===== src/fpba_pkg.sv =====
`timescale 1ns / 1ps
package fpba_pkg;

  localparam int P_MEM_BYTES    = 4096;
  localparam int P_MAX_BLOCKS   = 16;
  localparam int P_HEADER_BYTES = 4;

  localparam int SIZE_W   = 12;
  localparam int ADDR_W   = 32;
  localparam int STATUS_W = 2;
  localparam int FREE_W   = 13;
  localparam int HOLES_W  = 12;
  localparam int NEED_W   = 13;
  localparam int MODE_W   = 2;
  localparam int CFG_IDX_W = 1;

  localparam logic       REQ_ALLOC = 1'b0;
  localparam logic       REQ_FREE  = 1'b1;

  localparam logic [STATUS_W-1:0] ST_OK      = 2'd0;
  localparam logic [STATUS_W-1:0] ST_NOSPACE = 2'd1;
  localparam logic [STATUS_W-1:0] ST_FULL    = 2'd2;
  localparam logic [STATUS_W-1:0] ST_UNKNOWN = 2'd3;

  localparam logic [MODE_W-1:0] MODE_FIRST = 2'd0;
  localparam logic [MODE_W-1:0] MODE_BEST  = 2'd1;
  localparam logic [MODE_W-1:0] MODE_WORST = 2'd2;

  localparam logic [CFG_IDX_W-1:0] CFG_FIT_MODE = 1'b0;
  localparam logic [CFG_IDX_W-1:0] CFG_BASE     = 1'b1;

  typedef struct packed {
    logic                load;
    logic                scan_start;
    logic                scan_run;
    logic                look_start;
    logic                look_run;
    logic                commit;
    logic                mark_run;
    logic                clr_start;
    logic                set_st;
    logic [STATUS_W-1:0] st_code;
    logic                out_load;
  } fpba_cmd_t;

  typedef struct packed {
    logic scan_done;
    logic found;
    logic look_hit;
    logic look_last;
    logic mark_done;
  } fpba_sts_t;

endpackage


===== src/fpba_ctrl.sv =====
`timescale 1ns / 1ps
module fpba_ctrl import fpba_pkg::*; (
  input  logic      clk,
  input  logic      rst_n,
  input  logic      in_valid,
  input  logic      in_req_type,
  output logic      in_ready,
  output logic      out_valid,
  input  logic      out_ready,
  input  fpba_sts_t sts,
  output fpba_cmd_t cmd
);

  localparam logic [3:0] S_INIT   = 4'd0;
  localparam logic [3:0] S_CLR    = 4'd1;
  localparam logic [3:0] S_IDLE   = 4'd2;
  localparam logic [3:0] S_SCAN1  = 4'd3;
  localparam logic [3:0] S_LOOK   = 4'd4;
  localparam logic [3:0] S_COMMIT = 4'd5;
  localparam logic [3:0] S_MARK   = 4'd6;
  localparam logic [3:0] S_SCAN2  = 4'd7;
  localparam logic [3:0] S_FIN    = 4'd8;

  logic [3:0] state_r, state_nxt;
  logic       out_valid_r, out_valid_nxt;
  logic       req_free_r, req_free_nxt;

  assign in_ready  = (state_r == S_IDLE);
  assign out_valid = out_valid_r;

  always_comb begin
    state_nxt    = state_r;
    req_free_nxt = req_free_r;
    cmd          = '0;
    case (state_r)
      S_INIT: begin
        cmd.clr_start = 1'b1;
        state_nxt     = S_CLR;
      end
      S_CLR: begin
        cmd.mark_run = 1'b1;
        if (sts.mark_done) state_nxt = S_IDLE;
      end
      S_IDLE: begin
        if (in_valid) begin
          cmd.load     = 1'b1;
          req_free_nxt = (in_req_type == REQ_FREE);
          if (in_req_type == REQ_FREE) begin
            cmd.look_start = 1'b1;
            state_nxt      = S_LOOK;
          end else begin
            cmd.scan_start = 1'b1;
            state_nxt      = S_SCAN1;
          end
        end
      end
      S_SCAN1: begin
        cmd.scan_run = 1'b1;
        if (sts.scan_done) begin
          if (sts.found) begin
            cmd.look_start = 1'b1;
            state_nxt      = S_LOOK;
          end else begin
            cmd.set_st  = 1'b1;
            cmd.st_code = ST_NOSPACE;
            state_nxt   = S_FIN;
          end
        end
      end
      S_LOOK: begin
        cmd.look_run = 1'b1;
        if (sts.look_hit) begin
          state_nxt = S_COMMIT;
        end else if (sts.look_last) begin
          cmd.set_st     = 1'b1;
          cmd.st_code    = req_free_r ? ST_UNKNOWN : ST_FULL;
          cmd.scan_start = 1'b1;
          state_nxt      = S_SCAN2;
        end
      end
      S_COMMIT: begin
        cmd.commit = 1'b1;
        state_nxt  = S_MARK;
      end
      S_MARK: begin
        cmd.mark_run = 1'b1;
        if (sts.mark_done) begin
          cmd.scan_start = 1'b1;
          state_nxt      = S_SCAN2;
        end
      end
      S_SCAN2: begin
        cmd.scan_run = 1'b1;
        if (sts.scan_done) state_nxt = S_FIN;
      end
      S_FIN: begin
        if (!out_valid_r || out_ready) begin
          cmd.out_load = 1'b1;
          state_nxt    = S_IDLE;
        end
      end
      default: state_nxt = S_INIT;
    endcase
  end

  always_comb begin
    out_valid_nxt = out_valid_r;
    if (cmd.out_load) out_valid_nxt = 1'b1;
    else if (out_ready) out_valid_nxt = 1'b0;
  end

  always_ff @(posedge clk) begin
    if (!rst_n) begin
      state_r     <= S_INIT;
      out_valid_r <= 1'b0;
      req_free_r  <= 1'b0;
    end else begin
      state_r     <= state_nxt;
      out_valid_r <= out_valid_nxt;
      req_free_r  <= req_free_nxt;
    end
  end

endmodule


===== config.mk =====
export PLATFORM = sky130hd
export DESIGN_NAME = fpba_ctrl
export DESIGN_NICKNAME = d
export VERILOG_FILES = /design/src/fpba_pkg.sv /design/src/fpba_ctrl.sv
export SDC_FILE = /design/constraint.sdc
export NUM_CORES = 1
export LEC_CHECK = 0
export ABC_AREA = 1
export BUFFER_PORTS_ARGS = -buffer_cell sky130_fd_sc_hd__buf_2
export CAP_MARGIN = 20
export CORE_AREA = 10 10 47 49
export CTS_CLUSTER_DIAMETER = 80
export CTS_CLUSTER_SIZE = 16
export DETAILED_ROUTE_END_ITERATION = 8
export DIE_AREA = 0 0 57 59
export PLACE_DENSITY = 0.71
export SYNTH_ARGS = -nofsm -noshare
export SYNTH_HDL_FRONTEND = slang
export SYNTH_SLANG_ARGS = --single-unit

===== constraint.sdc =====
create_clock -name clk -period 2.5 [get_ports clk]
set_input_delay 0.125 -clock clk [delete_from_list [all_inputs] [get_ports clk]]
set_output_delay 0.125 -clock clk [all_outputs]
set_load 0.01 [all_outputs]

---- After elaboration in Yosys (flattened, before gate mapping) ----
Cells that the tools add are included.
Widths: inputs -> output; s select.
word-level totals
  register bits ........................... 6
  word-level logic and storage cells ...... 64
  output and inout bits ................... 14
operators by class
  mux-type cells .......................... 38
  equality and inequality tests ........... 15
  reductions and logical operators ........ 8
operators with widths
  kind                count
  $mux 4              9
  $pmux 4 s9          1
  $mux 1              19
  $eq 4x3->1 const B  4
  $mux 3              5
  $ne 2x2->1 const B  6
  $eq 4x2->1 const B  2
  $reduce_and 7->1    1
  $pmux 3 s2          1
  $eq 4x1->1 const B  1
  $eq 4x4->1 const B  1
  $logic_not 4->1     1
  $reduce_or 2->1     2
  $ne 3x3->1 const B  1
  $pmux 1 s3          1
  $mux 2              1
  $pmux 1 s2          1
  $reduce_and 2->1    1
  $reduce_bool 2->1   1
  $logic_not 1->1     1
  $logic_or 1x1->1    1

---- Longest topological paths before layout ----
  depth in word-level cells ............... 5
  mapped depth ............................ 9
  depth with buffers taken out ............ 8

---- Worst setup path before layout ----
No wires, ideal clock.
  path kind ............................... flip-flop to output port
  start point ............................. register state_r[2]
  end point ............................... output cmd[1] (netlist bit)
  cell stages (with the launch flop) ...... 7
  slack ................................... 1.332 ns
  data arrival time ....................... 1.043 ns
  data required time ...................... 2.375 ns
  buffers on the path ..................... 0
  cells stage by stage .................... dfxtp_1 inv_2 nor2_2 nand2_1 nor2_1 nand2_1 o21ai_1
RTL lines
  element                   line              RTL
  start: declaration        fpba_ctrl.sv:24   logic [3:0] state_r, state_nxt;
  start signal: assignment  fpba_ctrl.sv:118  state_r <= state_nxt;
  end: declaration          fpba_ctrl.sv:11   output fpba_cmd_t cmd

==> impl_metrics.toml <==
[outcome]
outcome = "finished, final reports clean"

[drt]
drt_pass1_iterations = 4
post_drt_wl_per_cell_um = 11.9
wl_um = 1680
dr.first_iter.drc_count = 10
drc = 0
num_vias = 678
vias_per_cell = 4.81
postRouteAntennaNets = 0

[global_route]
antenna_found_initial = 0
grt.overflow.total = 0
grt_pass1_wl_um = 2790
grt_pass1_vias = 623
grtUsageTotal_pct = 10.1
grt_max_degree = 9

[timing]
finClkSkew_ns = 0.00696
timing.final.ws_setup_ns = 0.861
fin_setup_tns_ns = 0
rsz0062_at_grt = "no"
period_needed_ns = 1.64
setup_viol = 0
period_share_pct = 65.6
max_freq_mhz = 610
worst_slew_pin_slew_ns = 0.371
relSlewSlack_pct = 75.2
drv_slew = 0
hold_violations = 0

[cells_and_area]
nets = 137
antennaDiodeCount = 0
nFillCells = 164
multiInputGateArea_um2 = 374
drive_gt1_share_pct = 33.6
regArea_um2 = 120
area_delta_synth_final_pct = 23.6
layout_common_cells = "nand2_1, buf_2, inv_1, nor2_1, dfxtp_1"
final_cell_area_um2 = 727
final_common_cell = "nand2_1"

[placed_design]
dpl_cell_area_um2 = 704
hpwl_um = 1440
dp_slack_ns = 1.11
finalWeightedCongestion = 0.876
io_buffer_count = 23

[cts]
cts_root_buf = "clkbuf_4"
cts_sinks = 6
htree_num_levels = 1
cts_tree = "built"
clock_latency_ns = 0.24
clockBufferDepth = 2
hold_buffers = 0
clk_pin_slew_ns = 0.05
cts_resized = 0
cts_buffers = 3
post-cts-setup-buffers = 0

[job]
max_cap_viol_count = 0

[synth]
ys_seq_area_share_pct = 20.4
synth-compound-area-share_pct = 8.94
synth_top_family_by_area = "simple AND/OR/NAND/NOR gates"
synth_seq_cells = 6
yosys.area_share.simple_pct = 54.7
synth-xor-area-share_pct = 0
syn-instance-count = 101
synth_fa_ha_area_share_pct = 0
synth_mux_area_share_pct = 0
synth_area_per_cell_um2 = 5.82
synth_area_um2 = 588
synthesis.nets = 111
yosysWarningCount = 0
ys_types = 22

[die]
placeableCoreArea_mm2 = 0.00140
die-area_mm2 = 0.00336
rows = 14
io_pins = 24
die_h_um = 59
fp.dieW_um = 57
start_util_pct = 42.0

[hold_path]
worst_hold_path_type = "primary input to flop"
min_path_cells = 3

[critical_path]
crit_required_ns = 2.38
critPathKind = "flop to primary output"
crit_path_start_kind = "flop"
path_max_fanout = 6
cp.arrival_ns = 1.51
reg2reg_depth = 6
endpoint_kind = "primary output"

[pwr]
power_density_mw_per_mm2 = 896
cellLeakagePower_nw = 0.471
ir_drop_uv = 410
per-stage QoR:
| step | power (mW) | hold WS [ns] | instances | utilization [%] |
|---|---|---|---|---|
| floorplan | 0.471 | 0.245 | 101 | - |
| global route | 0.715 | 0.154 | 141 | 51.9 |
| CTS | 0.660 | 0.122 | 141 | 51.9 |
| finish | 0.651 | 0.135 | 141 | 51.9 |
| detailed placement | 0.567 | 0.381 | 138 | 50.3 |
| global placement | 0.564 | 0.381 | 138 | 50.3 |
flip-flops by register name, indices dropped and copies added (netlist names):
signal,cells
state_r,4
out_valid,1
req_free_r,1
critical path, cell delays in order (launching register included):
cell and delay (ns):
dfxtp_1 0.44, inv_2 0.07, nor2_2 0.18, nand2_1 0.10, nor2_1 0.10, nand2_1 0.12, o21ai_1 0.13, buf_2 0.14
final timing paths:
kind | start | slack [ns] | end
worst min-delay path | rst_n | 0.13 | state_r[0]$_SDFFE_PN0P_
worst min register to register | req_free_r$_SDFFE_PN0P_ | 0.47 | req_free_r$_SDFFE_PN0P_
worst max-delay path | state_r[2]$_SDFFE_PN0P_ | 0.86 | cmd[1]
worst max register to register | state_r[0]$_SDFFE_PN0P_ | 1.16 | state_r[2]$_SDFFE_PN0P_
cells in the mapped netlist:
cell type  instances  area [um2]
nor2_1            18        67.6
nand4_1            1        6.26
nand3b_1           1        7.51
nand2_2            2        12.5
o22ai_1            1        6.26
o221ai_1           1        8.76
nand2_1           25        93.8
inv_2              2        7.51
a211oi_1           1        7.51
nor3_2             1        10.0
nand3_1            5        25.0
buf_6              1        11.3
nor2_4             2        22.5
dfxtp_1            6         120
nand3_2            4        40.0
nand3b_2           1        11.3
o21ai_0            1        5.00
buf_4              1        7.51
o21ai_1            2        10.0
a21oi_1            3        15.0
inv_1             18        67.6
nor2_2             4        25.0
area by class of cell:
class                      count  share of cell area (%)
multi-input combinational     73                    51.5
sequential                     6                    16.5
timing repair buffer          23                    15.8
inverter                      20                    10.3
clock buffer                   3                    3.10
tap                           16                    2.75
kinds of logic after synthesis:
family                 count (synthesis)
buffers and inverters                 22
AOI/OAI and AO/OA                      9
and+or+nand+nor                       64
DFF                                    6
per-layer routing:
metal / vias to the layer above / track usage (%) / wire length (um)
met5: - / 0 / 0
met4: 0 / 5.03 / 13
met3: 2 / 3.00 / 81
met2: 16 / 16.9 / 780
met1: 300 / 11.4 / 802
li1: 360 / - / -
power breakdown:
| part | internal (mW) | switching (mW) | total, mW | leakage, nW |
|---|---|---|---|---|
| Combinational | 0.142 | 0.247 | 0.389 | 0.408 |
| Clock | 0.0543 | 0.0354 | 0.0897 | 0.0138 |
| Sequential | 0.124 | 0.0485 | 0.172 | 0.0491 |
Note: power is estimated with default switching activity, not from simulation.
